File: src/hw/rtl/jsu_pkg.sv
`timescale 1ns / 1ps

package jsu_pkg;

  // Result status codes.
  localparam logic [3:0] ST_DATA        = 4'd0;
  localparam logic [3:0] ST_CLOSED      = 4'd1;
  localparam logic [3:0] ST_CTRL_CHAR   = 4'd2;
  localparam logic [3:0] ST_TRUNC_ESC   = 4'd3;
  localparam logic [3:0] ST_BAD_ESC     = 4'd4;
  localparam logic [3:0] ST_TRUNC_UNI   = 4'd5;
  localparam logic [3:0] ST_BAD_HEX     = 4'd6;
  localparam logic [3:0] ST_UNPAIR_HIGH = 4'd7;
  localparam logic [3:0] ST_UNPAIR_LOW  = 4'd8;
  localparam logic [3:0] ST_UNTERM      = 4'd9;

  // Characters of interest.
  localparam logic [7:0] CH_QUOTE  = 8'h22;
  localparam logic [7:0] CH_BSLASH = 8'h5c;
  localparam logic [7:0] CH_SLASH  = 8'h2f;
  localparam logic [7:0] CH_B      = 8'h62;
  localparam logic [7:0] CH_F      = 8'h66;
  localparam logic [7:0] CH_N      = 8'h6e;
  localparam logic [7:0] CH_R      = 8'h72;
  localparam logic [7:0] CH_T      = 8'h74;
  localparam logic [7:0] CH_U      = 8'h75;
  localparam logic [7:0] CH_SPACE  = 8'h20;

  localparam logic [15:0] HI_SURR_LO = 16'hd800;
  localparam logic [15:0] HI_SURR_HI = 16'hdbff;
  localparam logic [15:0] LO_SURR_LO = 16'hdc00;
  localparam logic [15:0] LO_SURR_HI = 16'hdfff;

  typedef enum logic [5:0] {
    MODE_PLAIN = 6'b000001,
    MODE_ESC   = 6'b000010,
    MODE_HIQ   = 6'b000100,
    MODE_EXPB  = 6'b001000,
    MODE_EXPU  = 6'b010000,
    MODE_LOQ   = 6'b100000
  } mode_t;

  // All results caused by one input beat: data bytes first, then an
  // optional status result.
  typedef struct packed {
    logic [3:0][7:0] data;
    logic [2:0]      nbytes;
    logic            has_stat;
    logic [3:0]      stat;
  } bundle_t;

  typedef struct packed {
    logic [3:0][7:0] data;
    logic [2:0]      nbytes;
  } utf8_t;

  // Returns {non_hex, value}.
  function automatic logic [4:0] hex_digit(input logic [7:0] b);
    logic [4:0] r;
    r = 5'b1_0000;
    if (b inside {[8'h30:8'h39]}) begin
      r = {1'b0, b[3:0]};
    end else if (b inside {[8'h61:8'h66], [8'h41:8'h46]}) begin
      r = {1'b0, b[3:0] + 4'd9};
    end
    return r;
  endfunction

  function automatic utf8_t utf8_encode(input logic [20:0] cp);
    utf8_t r;
    r = '0;
    if (cp <= 21'h7f) begin
      r.data[0] = cp[7:0];
      r.nbytes  = 3'd1;
    end else if (cp <= 21'h7ff) begin
      r.data[0] = {3'b110, cp[10:6]};
      r.data[1] = {2'b10, cp[5:0]};
      r.nbytes  = 3'd2;
    end else if (cp <= 21'hffff) begin
      r.data[0] = {4'b1110, cp[15:12]};
      r.data[1] = {2'b10, cp[11:6]};
      r.data[2] = {2'b10, cp[5:0]};
      r.nbytes  = 3'd3;
    end else begin
      r.data[0] = {5'b11110, cp[20:18]};
      r.data[1] = {2'b10, cp[17:12]};
      r.data[2] = {2'b10, cp[11:6]};
      r.data[3] = {2'b10, cp[5:0]};
      r.nbytes  = 3'd4;
    end
    return r;
  endfunction

endpackage

File: src/hw/rtl/json_string_unescape_utf8_core.sv
`timescale 1ns / 1ps
// The first result of a beat passes the input register and then the result
// register before it is presented. One input beat per cycle while each byte
// yields at most one result and the receiver does not stall; a byte with
// several results holds the result register until its last result is taken.
// The result register serializes bundles of up to five results.
// Reset (rst_n low, synchronous) empties both stages and returns the
// decoder to plain string content.
module json_string_unescape_utf8_core (
  input  logic       clk,
  input  logic       rst_n,
  input  logic       in_valid,
  output logic       in_ready,
  input  logic [7:0] in_byte,
  input  logic       in_end_of_buffer,
  output logic       out_valid,
  input  logic       out_ready,
  output logic [7:0] out_byte,
  output logic [3:0] out_status,
  output logic       out_last_of_run
);

  // Input register stage. A beat moves on into the decoder whenever the
  // result register is empty or drains its last result in the same cycle,
  // so input flows at one beat per cycle while each byte yields at most one
  // result and the receiver does not stall. A waiting result holds the beat.
  logic       in_vld_r, in_vld_nxt;
  logic [7:0] in_byte_r;
  logic       in_eob_r;
  logic       accept;
  logic       step;
  logic       res_free;
  logic       load;

  jsu_pkg::bundle_t bundle;

  assign step     = in_vld_r && res_free;
  assign in_ready = !in_vld_r || step;
  assign accept   = in_valid && in_ready;

  // Bytes that yield nothing (a backslash, hex digits) only update the
  // decoder state and leave the result register untouched.
  assign load = step && (bundle.nbytes != 3'd0 || bundle.has_stat);

  always_comb begin
    in_vld_nxt = in_vld_r;
    if (accept) begin
      in_vld_nxt = 1'b1;
    end else if (step) begin
      in_vld_nxt = 1'b0;
    end
  end

  always_ff @(posedge clk) begin
    if (!rst_n) begin
      in_vld_r <= 1'b0;
    end else begin
      in_vld_r <= in_vld_nxt;
    end
  end

  always_ff @(posedge clk) begin
    if (accept) begin
      in_byte_r <= in_byte;
      in_eob_r  <= in_end_of_buffer;
    end
  end

  // Escape, hex and surrogate decoding with the string state.
  jsu_decode u_decode (
    .clk     (clk),
    .rst_n   (rst_n),
    .step    (step),
    .byte_in (in_byte_r),
    .eob     (in_eob_r),
    .bundle  (bundle)
  );

  // Result register and output sequencing.
  jsu_serial u_serial (
    .clk             (clk),
    .rst_n           (rst_n),
    .load            (load),
    .bundle          (bundle),
    .free            (res_free),
    .out_valid       (out_valid),
    .out_ready       (out_ready),
    .out_byte        (out_byte),
    .out_status      (out_status),
    .out_last_of_run (out_last_of_run)
  );

endmodule

File: src/hw/rtl/jsu_decode.sv
`timescale 1ns / 1ps

// Escape and surrogate decoder. Holds the string state and turns one byte
// into the bundle of results it causes; state advances on step.
module jsu_decode (
  input  logic              clk,
  input  logic              rst_n,
  input  logic              step,
  input  logic [7:0]        byte_in,
  input  logic              eob,
  output jsu_pkg::bundle_t  bundle
);

  jsu_pkg::mode_t mode_r, mode_nxt;
  logic [1:0]  cnt_r, cnt_nxt;
  logic [15:0] acc_r, acc_nxt;
  logic [9:0]  hh_r, hh_nxt;
  logic        bad_r, bad_nxt;

  logic [4:0]  hex;
  logic [15:0] acc_new;
  logic        bad_new;
  logic        fin;
  logic [20:0] pair_cp;
  jsu_pkg::utf8_t enc;
  jsu_pkg::bundle_t bnd;

  assign hex     = jsu_pkg::hex_digit(byte_in);
  assign acc_new = {acc_r[11:0], hex[3:0]};
  assign bad_new = bad_r | hex[4];
  assign pair_cp = 21'h10000 + {1'b0, hh_r, acc_new[9:0]};

  always_comb begin
    mode_nxt = mode_r;
    cnt_nxt  = cnt_r;
    acc_nxt  = acc_r;
    hh_nxt   = hh_r;
    bad_nxt  = bad_r;
    fin      = 1'b0;
    bnd      = '0;
    enc      = '0;
    case (mode_r)
      jsu_pkg::MODE_ESC: begin
        mode_nxt = jsu_pkg::MODE_PLAIN;
        bnd.nbytes = 3'd1;
        case (byte_in)
          jsu_pkg::CH_QUOTE:  bnd.data[0] = jsu_pkg::CH_QUOTE;
          jsu_pkg::CH_BSLASH: bnd.data[0] = jsu_pkg::CH_BSLASH;
          jsu_pkg::CH_SLASH:  bnd.data[0] = jsu_pkg::CH_SLASH;
          jsu_pkg::CH_B:      bnd.data[0] = 8'h08;
          jsu_pkg::CH_F:      bnd.data[0] = 8'h0c;
          jsu_pkg::CH_N:      bnd.data[0] = 8'h0a;
          jsu_pkg::CH_R:      bnd.data[0] = 8'h0d;
          jsu_pkg::CH_T:      bnd.data[0] = 8'h09;
          jsu_pkg::CH_U: begin
            bnd.nbytes = 3'd0;
            mode_nxt   = jsu_pkg::MODE_HIQ;
            cnt_nxt    = 2'd0;
            acc_nxt    = 16'd0;
            bad_nxt    = 1'b0;
            if (eob) begin
              bnd.has_stat = 1'b1;
              bnd.stat     = jsu_pkg::ST_TRUNC_UNI;
              fin          = 1'b1;
            end
          end
          default: begin
            bnd.nbytes   = 3'd0;
            bnd.has_stat = 1'b1;
            bnd.stat     = jsu_pkg::ST_BAD_ESC;
            fin          = 1'b1;
          end
        endcase
      end
      jsu_pkg::MODE_HIQ: begin
        acc_nxt = acc_new;
        bad_nxt = bad_new;
        if (cnt_r == 2'd3) begin
          if (bad_new) begin
            bnd.has_stat = 1'b1;
            bnd.stat     = jsu_pkg::ST_BAD_HEX;
            fin          = 1'b1;
          end else if (acc_new >= jsu_pkg::HI_SURR_LO && acc_new <= jsu_pkg::HI_SURR_HI) begin
            if (eob) begin
              bnd.has_stat = 1'b1;
              bnd.stat     = jsu_pkg::ST_UNPAIR_HIGH;
              fin          = 1'b1;
            end else begin
              hh_nxt   = acc_new[9:0];
              mode_nxt = jsu_pkg::MODE_EXPB;
            end
          end else if (acc_new >= jsu_pkg::LO_SURR_LO && acc_new <= jsu_pkg::LO_SURR_HI) begin
            bnd.has_stat = 1'b1;
            bnd.stat     = jsu_pkg::ST_UNPAIR_LOW;
            fin          = 1'b1;
          end else begin
            enc        = jsu_pkg::utf8_encode({5'd0, acc_new});
            bnd.data   = enc.data;
            bnd.nbytes = enc.nbytes;
            mode_nxt   = jsu_pkg::MODE_PLAIN;
          end
        end else begin
          cnt_nxt = cnt_r + 2'd1;
          if (eob) begin
            bnd.has_stat = 1'b1;
            bnd.stat     = jsu_pkg::ST_TRUNC_UNI;
            fin          = 1'b1;
          end
        end
      end
      jsu_pkg::MODE_EXPB: begin
        if (byte_in != jsu_pkg::CH_BSLASH || eob) begin
          bnd.has_stat = 1'b1;
          bnd.stat     = jsu_pkg::ST_UNPAIR_HIGH;
          fin          = 1'b1;
        end else begin
          mode_nxt = jsu_pkg::MODE_EXPU;
        end
      end
      jsu_pkg::MODE_EXPU: begin
        if (byte_in != jsu_pkg::CH_U || eob) begin
          bnd.has_stat = 1'b1;
          bnd.stat     = jsu_pkg::ST_UNPAIR_HIGH;
          fin          = 1'b1;
        end else begin
          mode_nxt = jsu_pkg::MODE_LOQ;
          cnt_nxt  = 2'd0;
          acc_nxt  = 16'd0;
          bad_nxt  = 1'b0;
        end
      end
      jsu_pkg::MODE_LOQ: begin
        acc_nxt = acc_new;
        bad_nxt = bad_new;
        if (cnt_r == 2'd3) begin
          if (bad_new) begin
            bnd.has_stat = 1'b1;
            bnd.stat     = jsu_pkg::ST_BAD_HEX;
            fin          = 1'b1;
          end else if (acc_new < jsu_pkg::LO_SURR_LO || acc_new > jsu_pkg::LO_SURR_HI) begin
            bnd.has_stat = 1'b1;
            bnd.stat     = jsu_pkg::ST_UNPAIR_HIGH;
            fin          = 1'b1;
          end else begin
            enc        = jsu_pkg::utf8_encode(pair_cp);
            bnd.data   = enc.data;
            bnd.nbytes = enc.nbytes;
            mode_nxt   = jsu_pkg::MODE_PLAIN;
          end
        end else begin
          cnt_nxt = cnt_r + 2'd1;
          if (eob) begin
            bnd.has_stat = 1'b1;
            bnd.stat     = jsu_pkg::ST_UNPAIR_HIGH;
            fin          = 1'b1;
          end
        end
      end
      default: begin
        if (byte_in == jsu_pkg::CH_QUOTE) begin
          bnd.has_stat = 1'b1;
          bnd.stat     = jsu_pkg::ST_CLOSED;
          fin          = 1'b1;
        end else if (byte_in < jsu_pkg::CH_SPACE) begin
          bnd.has_stat = 1'b1;
          bnd.stat     = jsu_pkg::ST_CTRL_CHAR;
          fin          = 1'b1;
        end else if (byte_in == jsu_pkg::CH_BSLASH) begin
          if (eob) begin
            bnd.has_stat = 1'b1;
            bnd.stat     = jsu_pkg::ST_TRUNC_ESC;
            fin          = 1'b1;
          end else begin
            mode_nxt = jsu_pkg::MODE_ESC;
          end
        end else begin
          bnd.data[0] = byte_in;
          bnd.nbytes  = 3'd1;
        end
      end
    endcase

    // A string still open at the end of the buffer is reported after any
    // data this byte produced.
    if (eob && !fin) begin
      bnd.has_stat = 1'b1;
      bnd.stat     = jsu_pkg::ST_UNTERM;
    end
    if (eob || fin) begin
      mode_nxt = jsu_pkg::MODE_PLAIN;
      cnt_nxt  = 2'd0;
      acc_nxt  = 16'd0;
      hh_nxt   = 10'd0;
      bad_nxt  = 1'b0;
    end
  end

  assign bundle = bnd;

  always_ff @(posedge clk) begin
    if (!rst_n) begin
      mode_r <= jsu_pkg::MODE_PLAIN;
      cnt_r  <= 2'd0;
      acc_r  <= 16'd0;
      hh_r   <= 10'd0;
      bad_r  <= 1'b0;
    end else if (step) begin
      mode_r <= mode_nxt;
      cnt_r  <= cnt_nxt;
      acc_r  <= acc_nxt;
      hh_r   <= hh_nxt;
      bad_r  <= bad_nxt;
    end
  end

endmodule

File: src/hw/rtl/jsu_serial.sv
`timescale 1ns / 1ps

// Result register. Holds one bundle and hands its results out one beat
// at a time.
module jsu_serial (
  input  logic              clk,
  input  logic              rst_n,
  input  logic              load,
  input  jsu_pkg::bundle_t  bundle,
  output logic              free,
  output logic              out_valid,
  input  logic              out_ready,
  output logic [7:0]        out_byte,
  output logic [3:0]        out_status,
  output logic              out_last_of_run
);

  jsu_pkg::bundle_t bnd_r;
  logic             vld_r, vld_nxt;
  logic [2:0]       idx_r, idx_nxt;
  logic [2:0]       total;
  logic             is_data;
  logic             last;
  logic             fire;
  logic             pop;

  assign total   = bnd_r.nbytes + {2'd0, bnd_r.has_stat};
  assign is_data = idx_r < bnd_r.nbytes;
  assign last    = idx_r == (total - 3'd1);
  assign fire    = vld_r && out_ready;
  assign pop     = fire && last;
  assign free    = !vld_r || pop;

  assign out_valid       = vld_r;
  assign out_byte        = is_data ? bnd_r.data[idx_r[1:0]] : 8'd0;
  assign out_status      = is_data ? jsu_pkg::ST_DATA : bnd_r.stat;
  assign out_last_of_run = last;

  always_comb begin
    vld_nxt = vld_r;
    idx_nxt = idx_r;
    if (load) begin
      vld_nxt = 1'b1;
      idx_nxt = 3'd0;
    end else if (pop) begin
      vld_nxt = 1'b0;
      idx_nxt = 3'd0;
    end else if (fire) begin
      idx_nxt = idx_r + 3'd1;
    end
  end

  always_ff @(posedge clk) begin
    if (!rst_n) begin
      vld_r <= 1'b0;
      idx_r <= 3'd0;
    end else begin
      vld_r <= vld_nxt;
      idx_r <= idx_nxt;
    end
  end

  always_ff @(posedge clk) begin
    if (load) begin
      bnd_r <= bundle;
    end
  end

endmodule

File: config.mk
export PLATFORM = sky130hd
export DESIGN_NAME = json_string_unescape_utf8_core
export DESIGN_NICKNAME = d
export VERILOG_FILES = /design/src/hw/rtl/jsu_pkg.sv /design/src/hw/rtl/json_string_unescape_utf8_core.sv /design/src/hw/rtl/jsu_decode.sv /design/src/hw/rtl/jsu_serial.sv
export SDC_FILE = /design/constraint.sdc
export NUM_CORES = 1
export LEC_CHECK = 0
export ABC_AREA = 0
export BUFFER_PORTS_ARGS = -buffer_cell sky130_fd_sc_hd__buf_4
export CAP_MARGIN = 20
export CORE_MARGIN = 2
export CORE_UTILIZATION = 45
export DETAILED_ROUTE_END_ITERATION = 12
export GPL_TIMING_DRIVEN = 0
export HOLD_SLACK_MARGIN = 0.03
export SLEW_MARGIN = 15
export SYNTH_ARGS = -nofsm -noshare
export SYNTH_HDL_FRONTEND = slang
export SYNTH_SLANG_ARGS = --single-unit
File: constraint.sdc
create_clock -name clk -period 7.5 [get_ports clk]
set_input_delay 1.5 -clock clk [delete_from_list [all_inputs] [get_ports clk]]
set_output_delay 1.5 -clock clk [all_outputs]
set_load 0.005 [all_outputs]
==> metrics, run 1 <==
status=completed; Worst-Skew Late Latency=0.35 ns; Fmax=249.1 MHz; Worst path slowest cell=a2111oi_4; Rows=39; antenna cells=0; Hold Crit Class=register to register; Clock Path Buffers=2; die area=0.01252 mm²; Sw Share=24.71%; Flop pwr share=49.1%; Post-Synthesis Cell Area=0.005239 mm²; fin area=0.005933 mm²; drt total wl=15,040 µm; syn nets=582; H-tree depth=3; Clk pin slew, worst setup/hold paths=0.06 ns; Buffers & Inverters on Critical Path=2; synth top area cells=edfxtp_1, dfxtp_1, a22o_1; YS warnings=0; Hold Vio Cnt, Final=0; IO Port Bufs=26; Worst setup SP type=register; I/O pin cnt=28; crit-path cells=inv_1 -> ha_1 -> nor2_1 -> a2111oi_4 -> a41oi_1 -> nor4_1 -> mux2i_1 -> and2_1 -> clkbuf_1 -> a21oi_1 -> o31ai_1; crit end category=register; area fraction of the dominant cell type after synthesis=25.79%; Hold-fix buffers, CTS=0; clock power share=41.5%; nets@finish=621; Final min period=4.015 ns; final period utilization=53.53%; vias post-DR=4,679; number of global-route vias before repair=4,336; CP Class=register to register; post-detailed-route via-to-cell ratio=6.289; part of the power in combinational logic=9.4%; worst vdd ir=0.0001473 V; Worst path top cell family by delay=compound AO/OA/AOI/OAI gates; slew at the pin closest to its max-slew limit=0.9323 ns; gr usage total=24.96%; Worst Path Required=7.62 ns; internal power=755.6 µW; static leakage=0.002125 µW; RD Place Congestion=0.9604; peak per-stage delay on the critical path=0.53 ns; Synth Flop Type=edfxtp_1; Max-Cap Viols=0; Layout area overhead=13.26%; DRT antenna net count=0; NetSw=248.1 µW; post-CTS sizing=0; share of cells above drive strength 1=13.14%; arrival time at the worst endpoint=4.14 ns; first-pass GRT wire length=24,410 µm; Post-synth ARST share=0%; Die H=111.9 µm; Synth area leader=edfxtp_1; Slew Limit Fails=0; largest net degree at the start of global routing=29; antenna violations before repair=0; Initial DRC Count=371; filler instances=1,074; routed len/inst=20.22 µm; DRC=0; CTS buffer count=9; GRT Residual Overflow=0; Final setup viols=0; Post-DP HPWL=11,170 µm; DRT Pass-1 Iters=5; Mapped Cells=557; Initial Util=46.08%; RSZ-0062 raised after global routing=no; setup bufs post-CTS=0; PnR Total Power=1004 µW; Relative slew margins=37.28%; synthesized flop and latch total=81; setup TNS=0 ns; post-synthesis sequential area ratio=39.55%; CTS tree=done; PwrDens=169.2 mW/mm²; Root Driver=clkbuf_16; Final Skew=0.01010 ns; Area after DPL=0.005644 mm²; number of distinct library cells after synthesis=81; CORE AREA=0.01137 mm²; EDFF count, synth=45; Die Wd=111.9 µm; largest fanout on the critical path=10; CTS Sinks=81; post-synthesis average cell area=9.405 µm²
-- power by group through the flow --
stage / combinational (µW) / clock, µW / sequential, µW
2_1_floorplan: 59.5 / 0 / 500
3_3_place_gp: 89.6 / 0 / 503
3_5_place_dp: 93.4 / 0 / 502
4_1_cts: 93.8 / 422 / 493
5_1_grt: 103 / 442 / 494
6_report: 94.7 / 416 / 493
-- cell usage after synthesis, types with 4 or more instances --
cell type,instances
nand2_1,47
edfxtp_1,45
nor2_1,43
dfxtp_1,36
a21oi_1,29
o21ai_0,27
inv_1,24
a22o_1,21
clkbuf_1,19
nand3_1,18
nor2b_1,15
and2_1,13
ha_1,12
nor4_1,12
nor3_1,11
o21ai_1,9
nand2b_1,8
a21o_1,7
a31oi_1,7
mux2i_1,7
mux4_2,7
nand3b_1,7
buf_2,6
o221ai_1,6
o31ai_1,6
a32o_1,5
nand4_1,5
nor3b_1,5
o2bb2ai_1,5
or3_1,5
xor2_1,5
a32oi_1,4
o211ai_1,4
o22ai_1,4
or4_1,4
-- routing by layer --
| layer | global-route usage [%] | up-vias | wire length, µm | part of all wire (%) |
|---|---|---|---|---|
| met5 | 0 | - | 0 | 0 |
| li1 | - | 2235 | - | - |
| met4 | 9.877 | 0 | 367 | 2.4 |
| met3 | 3.484 | 30 | 892 | 5.9 |
| met1 | 36.58 | 2243 | 7203 | 48 |
| met2 | 37.33 | 171 | 6576 | 44 |
-- worst register-to-register path: cells and delay by family (launching register included) --
kind | cells | cell delay [ns]
AO/OA/AOI/OAI | 4 | 1.47
adder cells (fa/ha/maj) | 1 | 0.30
buffers and inverters | 2 | 0.57
flip-flops | 1 | 0.51
multiplexers | 1 | 0.21
AND/OR/NAND/NOR | 3 | 0.73
-- flip-flops by register name, summed over array words and instances (netlist names) --
register and cells:
u_serial.bnd_r 36, u_decode.bad_r 1, u_decode.mode_r 6, u_serial.idx_r 3, in_vld_r 1, u_serial.out_valid 1
u_decode.hh_r 10, u_decode.cnt_r 2, u_decode.acc_r 12, in_byte_r 8, in_eob_r 1
-- cells in the final DEF (no fill, tap or decap), drive strengths merged, types with 8 or more instances in the layout --
cell	instances
ha	12
a31oi	8
nor2	43
o21ai	36
nand2	48
buf	37
nand3	18
clkbuf	29
a22o	21
edfxtp	45
a21oi	29
nor2b	15
and2	13
nor4	13
nand2b	8
dfxtp	36
inv	27
nor3	13
-- kinds of logic after synthesis --
group / synth area share, %
compound gates: 24.34
xor+xnor: 1.600
fa+ha+maj: 2.866
buf+inv: 4.299
flops: 39.55
mux: 4.992
simple gates: 22.36
-- through the flow --
stage               worst slack (ns)  instances  util, %  hold slack, ns
global placement               1.970        726    49.37          0.4657
floorplan                      2.980        557        -          0.4482
global route                   3.169        744    52.18          0.5202
finish                         3.485        744    52.18          0.5054
detailed placement             3.572        727    49.64          0.4928
CTS                            3.408        743    52.12          0.5055
-- cell type report --
type | instances | area, µm² | share of cell area (%)
Buffer | 28 | 127.6 | 2.151
Sequential cell | 81 | 2072 | 34.92
Inverter | 26 | 97.59 | 1.645
Timing Repair Buffer | 28 | 222.7 | 3.754
Clock buffer | 10 | 239.0 | 4.028
Clock inverter | 6 | 42.54 | 0.7170
Tap cell | 143 | 178.9 | 3.016
Multi-Input combinational cell | 422 | 2953 | 49.77
-- final timing paths --
kind | depth (start not counted) | slack [ns] | to | from
setup reg to reg | 11 | 3.49 | u_serial.bnd_r[10] | in_byte_r[1]
hold / removal | 1 | 0.51 | u_decode.cnt_r[0] | u_decode.cnt_r[0]
setup / recovery | 11 | 3.49 | u_serial.bnd_r[10] | in_byte_r[1]
hold reg to reg | 1 | 0.51 | u_decode.cnt_r[0] | u_decode.cnt_r[0]
Note: power is estimated with default switching activity, not from simulation.
==> inputs of run 2 (changes only) <==
clock period = 3.5 ns   (was 7.5 ns; I/O delays follow)
==> metrics, run 2 (synthesis results as in run 1) <==
largest fanout on the critical path=10; final period utilization=95.51%; crit end category=register; DRT antenna net count=0; CTS Sinks=81; Top Registers=u_serial.bnd_r x36, u_decode.acc_r x12, u_decode.hh_r x10; PwrDens=359.6 mW/mm²; filler instances=1,028; Initial Util=46.08%; post-detailed-route via-to-cell ratio=6.326; die area=0.01252 mm²; PnR Total Power=2236 µW; routed len/inst=20.45 µm; Rows=39; Buffers & Inverters on Critical Path=4; Worst-Skew Late Latency=0.35 ns; Clk pin slew, worst setup/hold paths=0.06 ns; drt total wl=15,420 µm; Biggest register=u_serial.bnd_r; CTS buffer count=9; CP Class=register to register; number of global-route vias before repair=4,653; Worst path top cell family by delay=compound AO/OA/AOI/OAI gates; most frequent cell on the critical path=buf_4; Layout area overhead=18.68%; Clock Path Buffers=2; CTS tree=done; DRC=0; min-delay src=u_decode.cnt_r[0]; r2r setup slk=0.16 ns; Largest register FFs=36; I/O pin cnt=28; nets@finish=631; Post-DP HPWL=11,150 µm; status=completed; IO Port Bufs=26; slew at the pin closest to its max-slew limit=1.040 ns; largest net degree at the start of global routing=19; DRT Pass-1 Iters=5; Die H=111.9 µm; gr usage total=25.27%; worst r2r src=in_byte_r[1]; first-pass GRT wire length=24,830 µm; Min Hold Slack=0.4968 ns; Worst setup SP type=register; antenna cells=0; crit-path cells=inv_1 -> ha_2 -> nor2_1 -> a2111oi_4 -> buf_4 -> a32oi_1 -> buf_4 -> nor3_2 -> mux2_2 -> buf_2 -> o211ai_1 -> a21oi_1 -> o31ai_2; vias post-DR=4,770; Slew Limit Fails=0; antenna violations before repair=0; Hold-fix buffers, CTS=0; Relative slew margins=30.69%; worst vdd ir=0.0002837 V; Hold Vio Cnt, Final=0; Die Wd=111.9 µm; commonest non-fill, non-tap cell in the layout=nand2_1; share of cells above drive strength 1=18.66%; static leakage=0.002233 µW; Hold Crit Class=register to register; Initial DRC Count=494; arrival time at the worst endpoint=3.49 ns; Max-Cap Viols=0; Root Driver=clkbuf_16; Final Skew=0.01171 ns; commonest non-fill, non-tap cells in the layout=nand2_1, edfxtp_1, nor2_1, dfxtp_1, buf_4; Worst Path Required=3.65 ns; GRT Residual Overflow=0; RD Place Congestion=0.9695; CORE AREA=0.01137 mm²; Final min period=3.343 ns; peak per-stage delay on the critical path=0.41 ns; Worst path slowest cell=edfxtp_1; Final setup viols=0; Worst Setup SP=in_byte_r[1]; H-tree depth=3; Fmax=299.2 MHz
## run 2: layout make-up
| type | count | area [µm²] | area share [%] |
|---|---|---|---|
| Clock inverter | 6 | 55.05 | 0.8855 |
| Inverter | 26 | 97.59 | 1.570 |
| Timing Repair Buffer | 38 | 335.3 | 5.393 |
| Sequential cell | 81 | 2072 | 33.33 |
| Tap cell | 143 | 178.9 | 2.878 |
| Multi-Input combinational cell | 423 | 3084 | 49.61 |
| Buffer | 27 | 143.9 | 2.314 |
| Clock buffer | 10 | 250.2 | 4.025 |
## run 2: what timing repair did
action | 4_1_cts | 5_1_grt
setup buffers | 9 | 3
pin swaps | 4 | 3
cloned | 1 | 0
resized for setup | 12 | 27
endpoints found under the setup margin | 86 | 58
## run 2: stage by stage
stage / instances / setup TNS [ns] / cell area (µm²) / util (%) / setup slack [ns]
6_report: 754 / 0 / 6217 / 54.68 / 0.1573
3_3_place_gp: 726 / -23.46 / 5624 / 49.47 / -0.4492
5_1_grt: 754 / -0.05173 / 6217 / 54.68 / -0.03132
4_1_cts: 752 / 0 / 6083 / 53.51 / 0.004405
2_1_floorplan: 557 / 0 / 5250 / - / 0.1438
3_5_place_dp: 726 / -30.20 / 5624 / 49.47 / -0.5333
## run 2: power breakdown
group | leakage (µW) | internal (µW) | switching, µW
clock network | 0.000151 | 537 | 417
logic | 0.00138 | 95.2 | 131
registers | 0.000705 | 1040 | 18.0
total | 0.00223 | 1670 | 566
## run 2: worst paths after layout
kind | end | depth (start not counted)
setup reg to reg | u_serial.bnd_r[10] | 13
setup / recovery | u_serial.bnd_r[10] | 13
hold / removal | u_decode.cnt_r[0] | 1
hold reg to reg | u_decode.cnt_r[0] | 1
## run 2: layer usage
layer,vias up,GRT usage [%],wire (µm)
li1,2250,-,-
met1,2278,34.49,6954
met2,199,39.07,7056
met3,43,6.369,1031
met4,0,9.218,375
met5,-,0,0
